$ cat config.mk
export PLATFORM = sky130hd
export DESIGN_NAME = websocket_frame_parser_core
export DESIGN_NICKNAME = d
export VERILOG_FILES = /design/src/rtl/wsfp_pkg.sv /design/src/rtl/wsfp_parser.sv /design/src/rtl/wsfp_out_buf.sv /design/src/rtl/websocket_frame_parser_core.sv
export SDC_FILE = /design/constraint.sdc
export NUM_CORES = 1
export LEC_CHECK = 0
export ABC_AREA = 1
export BUFFER_PORTS_ARGS = -buffer_cell sky130_fd_sc_hd__buf_2
export CORE_ASPECT_RATIO = 0.9
export CORE_MARGIN = 5
export CORE_UTILIZATION = 37
export CTS_CLUSTER_DIAMETER = 100
export DETAILED_ROUTE_END_ITERATION = 10
export GPL_ROUTABILITY_DRIVEN = 0
export GPL_TIMING_DRIVEN = 0
export HOLD_SLACK_MARGIN = 0.05
export SLEW_MARGIN = 5
export SYNTH_ARGS = -nofsm -noshare
export SYNTH_HDL_FRONTEND = slang
export SYNTH_SLANG_ARGS = --single-unit
$ cat constraint.sdc
create_clock -name aclk -period 7.7 [get_ports aclk]
set_input_delay 1.54 -clock aclk [delete_from_list [all_inputs] [get_ports aclk]]
set_output_delay 1.54 -clock aclk [all_outputs]
set_load 0.05 [all_outputs]
$ cat src/rtl/wsfp_pkg.sv
package wsfp_pkg;

    typedef enum logic [2:0] {
        EV_NONE     = 3'd0,
        EV_CLOSE    = 3'd1,
        EV_BIN_DONE = 3'd2,
        EV_PING     = 3'd3,
        EV_PONG     = 3'd4,
        EV_ERROR    = 3'd5
    } event_t;

    localparam logic [3:0] OP_CONT  = 4'h0;
    localparam logic [3:0] OP_BIN   = 4'h2;
    localparam logic [3:0] OP_CLOSE = 4'h8;
    localparam logic [3:0] OP_PING  = 4'h9;
    localparam logic [3:0] OP_PONG  = 4'hA;

    localparam logic [6:0] LEN_CODE_16 = 7'd126;
    localparam logic [6:0] LEN_CODE_64 = 7'd127;
    localparam logic [63:0] CTRL_MAX_LEN = 64'd125;

    localparam logic [31:0] MAX_MSG_LEN_RESET = 32'd1048576;

    typedef struct packed {
        event_t      ev;
        logic        pvalid;
        logic [7:0]  pbyte;
        logic [31:0] mlen;
    } result_t;

    typedef struct packed {
        logic halted;
        logic in_header;
    } status_t;

endpackage

$ cat src/rtl/wsfp_parser.sv
module wsfp_parser
    import wsfp_pkg::*;
(
    input  logic        aclk,
    input  logic        aresetn,
    input  logic        step,
    input  logic [7:0]  byte_in,
    input  logic [31:0] max_len,
    output result_t     res,
    output status_t     status
);

    logic        in_header_reg, in_header_next;
    logic [3:0]  hdr_cnt_reg, hdr_cnt_next;
    logic [7:0]  hdr_b0_reg, hdr_b0_next;
    logic [7:0]  hdr_b1_reg, hdr_b1_next;
    logic [63:0] len_acc_reg, len_acc_next;
    logic        final_reg, final_next;
    logic        close_reg, close_next;
    logic        mask_en_reg, mask_en_next;
    logic [31:0] mask_key_reg, mask_key_next;
    logic [63:0] remain_reg, remain_next;
    logic [1:0]  rx_idx_reg, rx_idx_next;
    logic [3:0]  msg_op_reg, msg_op_next;
    logic [31:0] msg_cnt_reg, msg_cnt_next;
    logic        halted_reg, halted_next;

    logic [7:0]  b0_cur, b1_cur;
    logic [6:0]  len_code;
    logic [3:0]  ext_len, need, cnt_inc;
    logic        in_len_field, in_key_field, hdr_last;
    logic [63:0] len_with, frame_len;
    logic [31:0] key_with;
    logic [3:0]  opcode, op_eff;
    logic        len_too_big;
    logic [7:0]  key_byte;
    logic [31:0] msg_cnt_inc;
    logic        done_fire, done_close, done_final;
    logic [3:0]  done_op;
    logic [31:0] done_len;

    always_comb begin
        b0_cur   = (hdr_cnt_reg == 4'd0) ? byte_in : hdr_b0_reg;
        b1_cur   = (hdr_cnt_reg == 4'd1) ? byte_in : hdr_b1_reg;
        len_code = b1_cur[6:0];
        if (len_code == LEN_CODE_16) begin
            ext_len = 4'd2;
        end else if (len_code == LEN_CODE_64) begin
            ext_len = 4'd8;
        end else begin
            ext_len = 4'd0;
        end
        need         = 4'd2 + ext_len + (b1_cur[7] ? 4'd4 : 4'd0);
        cnt_inc      = hdr_cnt_reg + 4'd1;
        in_len_field = (hdr_cnt_reg >= 4'd2) && (hdr_cnt_reg < 4'd2 + ext_len);
        in_key_field = (hdr_cnt_reg >= 4'd2 + ext_len) && b1_cur[7];
        hdr_last     = (hdr_cnt_reg != 4'd0) && (cnt_inc >= need);
        len_with     = in_len_field ? {len_acc_reg[55:0], byte_in} : len_acc_reg;
        key_with     = in_key_field ? {mask_key_reg[23:0], byte_in} : mask_key_reg;
        frame_len    = (ext_len == 4'd0) ? {57'd0, len_code} : len_with;
        opcode       = b0_cur[3:0];
        op_eff       = (opcode != OP_CONT) ? opcode : msg_op_reg;
        len_too_big  = (frame_len[63:32] != 32'd0) || (frame_len[31:0] > max_len);
        key_byte     = mask_key_reg[8*(3 - {30'd0, rx_idx_reg}) +: 8];
        msg_cnt_inc  = msg_cnt_reg + 32'd1;
    end

    always_comb begin
        in_header_next = in_header_reg;
        hdr_cnt_next   = hdr_cnt_reg;
        hdr_b0_next    = hdr_b0_reg;
        hdr_b1_next    = hdr_b1_reg;
        len_acc_next   = len_acc_reg;
        final_next     = final_reg;
        close_next     = close_reg;
        mask_en_next   = mask_en_reg;
        mask_key_next  = mask_key_reg;
        remain_next    = remain_reg;
        rx_idx_next    = rx_idx_reg;
        msg_op_next    = msg_op_reg;
        msg_cnt_next   = msg_cnt_reg;
        halted_next    = halted_reg;
        res            = '{ev: EV_NONE, pvalid: 1'b0, pbyte: 8'd0, mlen: 32'd0};
        done_fire      = 1'b0;
        done_close     = close_reg;
        done_final     = final_reg;
        done_op        = msg_op_reg;
        done_len       = msg_cnt_reg;

        if (step && !halted_reg) begin
            if (in_header_reg) begin
                hdr_cnt_next  = cnt_inc;
                mask_key_next = key_with;
                len_acc_next  = len_with;
                if (hdr_cnt_reg == 4'd0) begin
                    hdr_b0_next = byte_in;
                end
                if (hdr_cnt_reg == 4'd1) begin
                    hdr_b1_next  = byte_in;
                    len_acc_next = 64'd0;
                end
                if (hdr_last) begin
                    final_next     = b0_cur[7];
                    mask_en_next   = b1_cur[7];
                    remain_next    = frame_len;
                    rx_idx_next    = 2'd0;
                    hdr_cnt_next   = 4'd0;
                    in_header_next = 1'b0;
                    if (opcode == OP_CLOSE) begin
                        close_next = 1'b1;
                        res.ev     = EV_CLOSE;
                        if (frame_len == 64'd0) begin
                            in_header_next = 1'b1;
                        end
                    end else begin
                        close_next  = 1'b0;
                        msg_op_next = op_eff;
                        if ((op_eff == OP_BIN && len_too_big) ||
                            ((op_eff == OP_PING || op_eff == OP_PONG) &&
                             frame_len > CTRL_MAX_LEN)) begin
                            res.ev      = EV_ERROR;
                            halted_next = 1'b1;
                        end else if (frame_len == 64'd0) begin
                            done_fire  = 1'b1;
                            done_close = 1'b0;
                            done_final = b0_cur[7];
                            done_op    = op_eff;
                            done_len   = msg_cnt_reg;
                        end
                    end
                end
            end else begin
                if (!close_reg && msg_op_reg == OP_BIN && msg_cnt_reg >= max_len) begin
                    res.ev      = EV_ERROR;
                    halted_next = 1'b1;
                end else begin
                    if (!close_reg && msg_op_reg == OP_BIN) begin
                        res.pvalid   = 1'b1;
                        res.pbyte    = mask_en_reg ? (byte_in ^ key_byte) : byte_in;
                        msg_cnt_next = msg_cnt_inc;
                        done_len     = msg_cnt_inc;
                    end
                    rx_idx_next = rx_idx_reg + 2'd1;
                    remain_next = remain_reg - 64'd1;
                    if (remain_reg == 64'd1) begin
                        done_fire = 1'b1;
                    end
                end
            end

            if (done_fire) begin
                in_header_next = 1'b1;
                if (!done_close) begin
                    case (done_op)
                        OP_BIN: begin
                            if (done_final) begin
                                res.ev       = EV_BIN_DONE;
                                res.mlen     = done_len;
                                msg_cnt_next = 32'd0;
                            end
                        end
                        OP_PING: res.ev = EV_PING;
                        OP_PONG: res.ev = EV_PONG;
                        default: res.ev = EV_NONE;
                    endcase
                end
            end
        end
    end

    always_ff @(posedge aclk) begin
        if (!aresetn) begin
            in_header_reg <= 1'b1;
            hdr_cnt_reg   <= 4'd0;
            final_reg     <= 1'b0;
            close_reg     <= 1'b0;
            mask_en_reg   <= 1'b0;
            mask_key_reg  <= 32'd0;
            remain_reg    <= 64'd0;
            rx_idx_reg    <= 2'd0;
            msg_op_reg    <= OP_CONT;
            msg_cnt_reg   <= 32'd0;
            halted_reg    <= 1'b0;
        end else begin
            in_header_reg <= in_header_next;
            hdr_cnt_reg   <= hdr_cnt_next;
            final_reg     <= final_next;
            close_reg     <= close_next;
            mask_en_reg   <= mask_en_next;
            mask_key_reg  <= mask_key_next;
            remain_reg    <= remain_next;
            rx_idx_reg    <= rx_idx_next;
            msg_op_reg    <= msg_op_next;
            msg_cnt_reg   <= msg_cnt_next;
            halted_reg    <= halted_next;
        end
    end

    always_ff @(posedge aclk) begin
        hdr_b0_reg  <= hdr_b0_next;
        hdr_b1_reg  <= hdr_b1_next;
        len_acc_reg <= len_acc_next;
    end

    assign status = '{halted: halted_reg, in_header: in_header_reg};

endmodule

$ cat src/rtl/wsfp_out_buf.sv
module wsfp_out_buf
    import wsfp_pkg::*;
(
    input  logic    aclk,
    input  logic    aresetn,
    input  logic    push,
    input  result_t push_data,
    output logic    push_ready,
    output logic    pop_valid,
    input  logic    pop_ready,
    output result_t pop_data
);

    logic [1:0] cnt_reg, cnt_next;
    result_t    ent0_reg, ent0_next;
    result_t    ent1_reg, ent1_next;
    logic       pop;

    assign push_ready = (cnt_reg != 2'd2);
    assign pop_valid  = (cnt_reg != 2'd0);
    assign pop_data   = ent0_reg;
    assign pop        = pop_valid && pop_ready;

    always_comb begin
        cnt_next  = cnt_reg;
        ent0_next = ent0_reg;
        ent1_next = ent1_reg;
        if (push && pop) begin
            if (cnt_reg == 2'd1) begin
                ent0_next = push_data;
            end else begin
                ent0_next = ent1_reg;
                ent1_next = push_data;
            end
        end else if (push) begin
            cnt_next = cnt_reg + 2'd1;
            if (cnt_reg == 2'd0) begin
                ent0_next = push_data;
            end else begin
                ent1_next = push_data;
            end
        end else if (pop) begin
            cnt_next  = cnt_reg - 2'd1;
            ent0_next = ent1_reg;
        end
    end

    always_ff @(posedge aclk) begin
        if (!aresetn) begin
            cnt_reg <= 2'd0;
        end else begin
            cnt_reg <= cnt_next;
        end
    end

    always_ff @(posedge aclk) begin
        ent0_reg <= ent0_next;
        ent1_reg <= ent1_next;
    end

endmodule

$ cat src/rtl/websocket_frame_parser_core.sv
// Receive-side WebSocket frame parser, one stream byte per transfer. Takes a byte
// every cycle while the output buffer has room; each byte gives exactly one result
// transfer, registered in a two-entry output buffer, so the input keeps flowing
// while one result waits. Binary payload is unmasked and passed on byte by byte
// with m_payload_valid; fragments are joined and checked against max_message_length
// (cfg_wdata, written with cfg_we while idle: a rule on the user that the block
// does not enforce). Close, ping, pong, binary-done and errors are reported on
// m_event_res; after an error the block reports nothing further until reset.
module websocket_frame_parser_core
    import wsfp_pkg::*;
(
    input  logic        aclk,
    input  logic        aresetn,
    input  logic        cfg_we,
    input  logic [31:0] cfg_wdata,
    input  logic        s_valid,
    output logic        s_ready,
    input  logic [7:0]  s_byte_in,
    output logic        m_valid,
    input  logic        m_ready,
    output logic [2:0]  m_event_res,
    output logic        m_payload_valid,
    output logic [7:0]  m_payload_byte,
    output logic [31:0] m_message_length
);

    logic [31:0] max_len_reg;
    logic        step;
    result_t     step_res;
    result_t     out_res;
    status_t     status;

    always_ff @(posedge aclk) begin
        if (!aresetn) begin
            max_len_reg <= MAX_MSG_LEN_RESET;
        end else if (cfg_we) begin
            max_len_reg <= cfg_wdata;
        end
    end

    assign step = s_valid && s_ready;

    wsfp_parser u_parser (
        .aclk    (aclk),
        .aresetn (aresetn),
        .step    (step),
        .byte_in (s_byte_in),
        .max_len (max_len_reg),
        .res     (step_res),
        .status  (status)
    );

    wsfp_out_buf u_out_buf (
        .aclk       (aclk),
        .aresetn    (aresetn),
        .push       (step),
        .push_data  (step_res),
        .push_ready (s_ready),
        .pop_valid  (m_valid),
        .pop_ready  (m_ready),
        .pop_data   (out_res)
    );

    assign m_event_res      = out_res.ev;
    assign m_payload_valid  = out_res.pvalid;
    assign m_payload_byte   = out_res.pbyte;
    assign m_message_length = out_res.mlen;

    a_payload_only_data: assert property (@(posedge aclk) disable iff (!aresetn)
        m_valid && m_payload_valid |->
            (out_res.ev == EV_NONE || out_res.ev == EV_BIN_DONE))
        else $error("payload byte with a non-binary event");

    a_len_only_on_done: assert property (@(posedge aclk) disable iff (!aresetn)
        m_valid && out_res.ev != EV_BIN_DONE |-> m_message_length == 32'd0)
        else $error("message length outside binary done");

    a_error_halts: assert property (@(posedge aclk) disable iff (!aresetn)
        step && step_res.ev == EV_ERROR |=> status.halted)
        else $error("error did not halt parser");

    a_halted_silent: assert property (@(posedge aclk) disable iff (!aresetn)
        status.halted |-> step_res.ev == EV_NONE && !step_res.pvalid)
        else $error("halted parser produced a result");

    a_ready_when_empty: assert property (@(posedge aclk) disable iff (!aresetn)
        !m_valid |-> s_ready)
        else $error("input stalled with empty output buffer");

endmodule
== Word-level counts from Yosys, hierarchy flattened ==
Index checks and enable logic that the tools add are counted.
Storage, ports and cells
  register bits: 345
  input port bits: 45
  output and inout port bits: 46
  logic and storage cells: 191
Cells by class
  add/sub/neg operators: 9
  magnitude comparators: 7
  equal/unequal tests: 21
  shift-type cells: 1
  muxes and demuxes: 87
  bitwise logic cells: 3
  reductions and logical operators: 38
Operators by type and width (count)
  44-bit two-way mux: 10
  32-bit two-way mux: 11
  64-bit two-way mux: 5
  64-bit by 1-bit == test with 1-bit output, second input constant: 1
  64-bit by 7-bit > comparator with 1-bit output, second input constant: 1
  64-bit logical NOT: 1
  64-bit by 1-bit subtractor with 64-bit output, second input constant: 1
  4-bit two-way mux: 10
  32-bit by 33-bit variable part select with 8-bit output: 1
  32-bit by 1-bit adder with 32-bit output, second input constant: 1
  32-bit greater-or-equal comparator: 1
  32-bit > comparator: 1
  32-bit nonzero test: 1
  1-bit two-way mux: 30
  3-bit two-way mux: 9
  9-bit two-way mux: 3
  8-bit two-way mux: 3
  4-bit == test, second input constant: 5
  3-bit AND reduction: 5
  7-bit == test, second input constant: 2
  4-bit by 2-bit == test with 1-bit output, second input constant: 3
  1-bit logical AND: 11
  2-bit two-way mux: 5
  2-bit != test, second input constant: 5
  26 further kinds: 40

== Depth between registers and ports, before layout ==
  depth after elaboration: 27
  mapped depth: 46
  gate-level depth less buffers: 41

== Cells and area by module ==
From an unflattened synthesis, not the netlist that was laid out.
Second synthesis, totals
  cell total of the unflattened synthesis: 2821
  area, all modules: 20305.7 um2
By module, submodules not included
  wsfp_parser: instances 1, cells each 2355, area each 15489.9 um2, seq. area each 5175.0 um2
  wsfp_out_buf: instances 1, cells each 263, area each 3475.8 um2, seq. area each 2682.6 um2
  websocket_frame_parser_core: instances 1, cells each 203, area each 1340.0 um2, seq. area each 640.6 um2

== Worst setup path after synthesis ==
Ideal clock, no wire load.
  kind: input-to-reg
  from: in s_valid
  to: reg u_parser.mask_key_reg[27]
  setup time: 0.070 ns
  arrival: 6.843 ns
  data required time: 7.630 ns
  slack: 0.787 ns
  stages: 9
  buffers on the path: 1
  cell sequence: nand2_1 -> nor2_1 -> clkinv_1 -> nor2_1 -> nand3_1 -> inv_1 -> clkbuf_1 -> o21ai_0 -> a21oi_1
Between the ends
  word-level cells in the longest chain between the ends: 3
RTL lines
  start: declaration: RTL line websocket_frame_parser_core.sv:16  | input logic s_valid,
  1-bit logical AND: RTL line websocket_frame_parser_core.sv:41  | assign step = s_valid && s_ready;
  1-bit logical AND: RTL line wsfp_parser.sv:90  | if (step && !halted_reg) begin
  3-bit AND reduction (no line)
  end signal: assignment: RTL line wsfp_parser.sv:190  | mask_key_reg <= mask_key_next;
  end: declaration: RTL line wsfp_parser.sv:21  | logic [31:0] mask_key_reg, mask_key_next;
Every way passes these cells.
A chain may end at the register's enable or synchronous reset.

==> results.cfg <==
[run_status]
outcome = complete, no violations

[logic_synthesis]
synthArstFlopShare_pct = 0
synthesis.instances = 2905
synth_area_leader = sky130_fd_sc_hd__edfxtp_1
seq_area_frac_synth_pct = 40.2
syn_avg_cell_area_sq_um = 7.28
synth_top_cells_by_area = sky130_fd_sc_hd__edfxtp_1, sky130_fd_sc_hd__dfxtp_1, sky130_fd_sc_hd__nand2_1
synth.net_count = 3030
synth_area_sq_um = 21200
synth_edf_count = 165
synth_register_bits = 342
ys_types = 55
synthFlopType = sky130_fd_sc_hd__dfxtp_1
synthesis.yosys.warnings = 0
synth_top_area_share_pct = 23.4

[final_layout]
layout-drive-gt1-share_pct = 8.78
layout-area-overhead-vs-synth_pct = 14.0
insertedDiodeCount = 0
final_cell_mix = sky130_fd_sc_hd__nand2_1, sky130_fd_sc_hd__inv_1, sky130_fd_sc_hd__nor2_1, sky130_fd_sc_hd__o21ai_0, sky130_fd_sc_hd__a21oi_1
layout.cells.most_common = sky130_fd_sc_hd__nand2_1
final_stage_net_count = 3167
finish.cell_count_without_fillers = 3839

[place]
place.detailed.hpwl_mm = 49.0
dp.cells = 3765
port_buffers = 89

[cts]
cts_hold_buffers = 0
max-clock-path-buffers = 3
clk_latency_ps = 570
clock_tree.htree_level_count = 2
postCtsResizedCells = 0
tritoncts.num_buffers = 40
sinks_on_the_clock_net = 342
cts_tree = built
cts_root_buffer = sky130_fd_sc_hd__clkbuf_16
clk_pin_slew_ps = 60
cts_setup_buffers = 0

[die]
fp.dieW_um = 262
std_cell_rows = 83
design.portCount = 91
die_height_um = 237
fp.coreArea_sq_um = 56800
start_util_pct = 37.2
dieArea_sq_um = 62100

[timing]
max_slew.worst_pin.slew_ps = 1180
min_period_ps = 7260
skew_ps = 20.8
worst_slew_margin_rel_pct = 21.3
whs_ps = 459
fmax_ghz = 0.138
final-setup-viol-count = 0
layout_worst_path_cycle_share_pct = 94.2
grt_setup_unrepaired = false
hold_violations = 0
maxSlewViolCount = 0

[worst_setup_path]
path_depth = 34
arrival_ps = 7560
timing.reg2reg.worst_path_depth = 35
worstSetupStartpointType = input port
critical_path.slowest_cell = sky130_fd_sc_hd__nor4_1
worst_path_dominant_cell_family = simple AND/OR/NAND/NOR gates
regToRegStartpoint = u_parser.hdr_cnt_reg[1]
end_kind = register
crit_buf_inv = 7
slowest_delay_ps = 490
r2r_setup_slack_ps = 810
critPathLaunch = s_byte_in[1]
timing_endpoint_of_the_critical_path = u_out_buf.pop_data[42]
worst_path_fanout_max = 10
criticalPathCategory = in -> reg
timing.critical_path.required_ps = 8000
critical_path.most_common_cell = sky130_fd_sc_hd__nand2_1
critical_path.reg2reg.endpoint = u_out_buf.pop_data[42]

[drt]
wire_per_inst_um = 16.9
first_iter_violations = 1742
drtAntennaViolNets = 0
drt-pass1-iter-count = 7
drc = 0
avgViaCountPerCell = 5.05
postRouteWirelength_mm = 65.0
routed-via-count = 19400

[flow_run]
number_of_max_cap_violations = 0

[global_routing]
grt_pass1_wl_mm = 101
globalRouteMet1Util_pct = 30.0
pin_count_of_the_biggest_net_entering_global_routing = 33
via_count_of_the_first_global_routing_pass = 17800
global_route.usage.met2_pct = 31.8
grt_antenna_before_repair = 0
grt_most_used_layer = met2
grt.met3_usage_pct = 2.31
grt_usage_pct = 20.5
overflow = 0

[pwr]
powerDensity_nw_per_um2 = 415
post-layout-total-power_mw = 10.0
cellLeakagePower_nw = 11.2
ir_drop_v = 0.000220

[min_path]
timing.hold.worst.class = reg -> reg
## metrics by stage
stage | worst slack (ps) | area [sq um] | utilization [%] | TNS [ps]
final | 444 | 24100 | 42.5 | 0
after global routing | 8.96 | 24100 | 42.5 | 0
after CTS | 555 | 24100 | 42.5 | 0
after detailed placement | -22.6 | 22700 | 40.0 | -22.6
after global placement | -2050 | 22600 | 39.7 | -185840
after floorplan | 787 | 21200 | - | 0
## worst min path at each step
stage / start / endpoint / slack, ps / depth (start not counted)
final: u_parser.final_reg / u_parser.final_reg / 460 / 2
after global routing: u_parser.final_reg / u_parser.final_reg / 490 / 2
after CTS: u_parser.final_reg / u_parser.final_reg / 460 / 2
after detailed placement: u_parser.final_reg / u_parser.final_reg / 450 / 2
after global placement: u_parser.final_reg / u_parser.final_reg / 450 / 2
after floorplan: u_parser.final_reg / u_parser.final_reg / 430 / 2
## cell families (layout without fill, tap and decap cells)
| kind of cell | after synthesis | count (layout) | synth area share, % |
|---|---|---|---|
| buffers and inverters | 591 | 760 | 11.1 |
| xor gates and xnor gates | 54 | 54 | 2.24 |
| and+or+nand+nor | 1205 | 1205 | 25.8 |
| DFF | 342 | 342 | 40.2 |
| AOI/OAI and AO/OA | 633 | 633 | 15.9 |
| adders and majority gates | 80 | 80 | 4.73 |
## tightest hold or removal path: stages (launching register included)
cell and delay, ps:
sky130_fd_sc_hd__dfxtp_1 300, sky130_fd_sc_hd__inv_1 60, sky130_fd_sc_hd__a21oi_1 50
## area by class of cell
type,count,area (sq um)
plain buffers,135,632
fillers,5872,32700
clock buffers,49,1120
clock inverters,25,299
well taps,765,957
multi-input cells,1972,10300
flip-flops and latches,342,8500
repair buffers,95,563
inverters,456,1710
## cells in the mapped netlist, types with 5 or more instances
| cell type | number |
|---|---|
| sky130_fd_sc_hd__a211oi_1 | 11 |
| sky130_fd_sc_hd__a21oi_1 | 222 |
| sky130_fd_sc_hd__a22oi_1 | 5 |
| sky130_fd_sc_hd__a311oi_1 | 6 |
| sky130_fd_sc_hd__a31oi_1 | 35 |
| sky130_fd_sc_hd__buf_2 | 20 |
| sky130_fd_sc_hd__buf_6 | 7 |
| sky130_fd_sc_hd__clkbuf_1 | 99 |
| sky130_fd_sc_hd__clkinv_1 | 5 |
| sky130_fd_sc_hd__dfxtp_1 | 177 |
| sky130_fd_sc_hd__edfxtp_1 | 165 |
| sky130_fd_sc_hd__ha_1 | 80 |
| sky130_fd_sc_hd__inv_1 | 445 |
| sky130_fd_sc_hd__inv_2 | 6 |
| sky130_fd_sc_hd__nand2_1 | 589 |
| sky130_fd_sc_hd__nand2_2 | 12 |
| sky130_fd_sc_hd__nand3_1 | 108 |
| sky130_fd_sc_hd__nand4_1 | 58 |
| sky130_fd_sc_hd__nor2_1 | 324 |
| sky130_fd_sc_hd__nor2_4 | 11 |
| sky130_fd_sc_hd__nor2_8 | 20 |
| sky130_fd_sc_hd__nor3_1 | 48 |
| sky130_fd_sc_hd__nor4_1 | 13 |
| sky130_fd_sc_hd__o21a_1 | 5 |
| sky130_fd_sc_hd__o21ai_0 | 280 |
| sky130_fd_sc_hd__o21ai_1 | 44 |
| sky130_fd_sc_hd__o221ai_1 | 5 |
| sky130_fd_sc_hd__xnor2_1 | 17 |
| sky130_fd_sc_hd__xor2_1 | 37 |
## power breakdown
group          switching (mW)  internal, mW  leakage [nW]
sequential              0.294          2.72          3.06
combinational            3.59          1.32          7.38
clock                   0.832          1.24         0.706
total                    4.71          5.29          11.2
## routing by layer
layer  vias to the layer above  wire length, um
li1                       9796                -
met1                      8930            31000
met2                       576            28000
met3                       101             4010
met4                         0             2020
met5                         -                0
No activity file was read; power rests on OpenSTA's default activity.
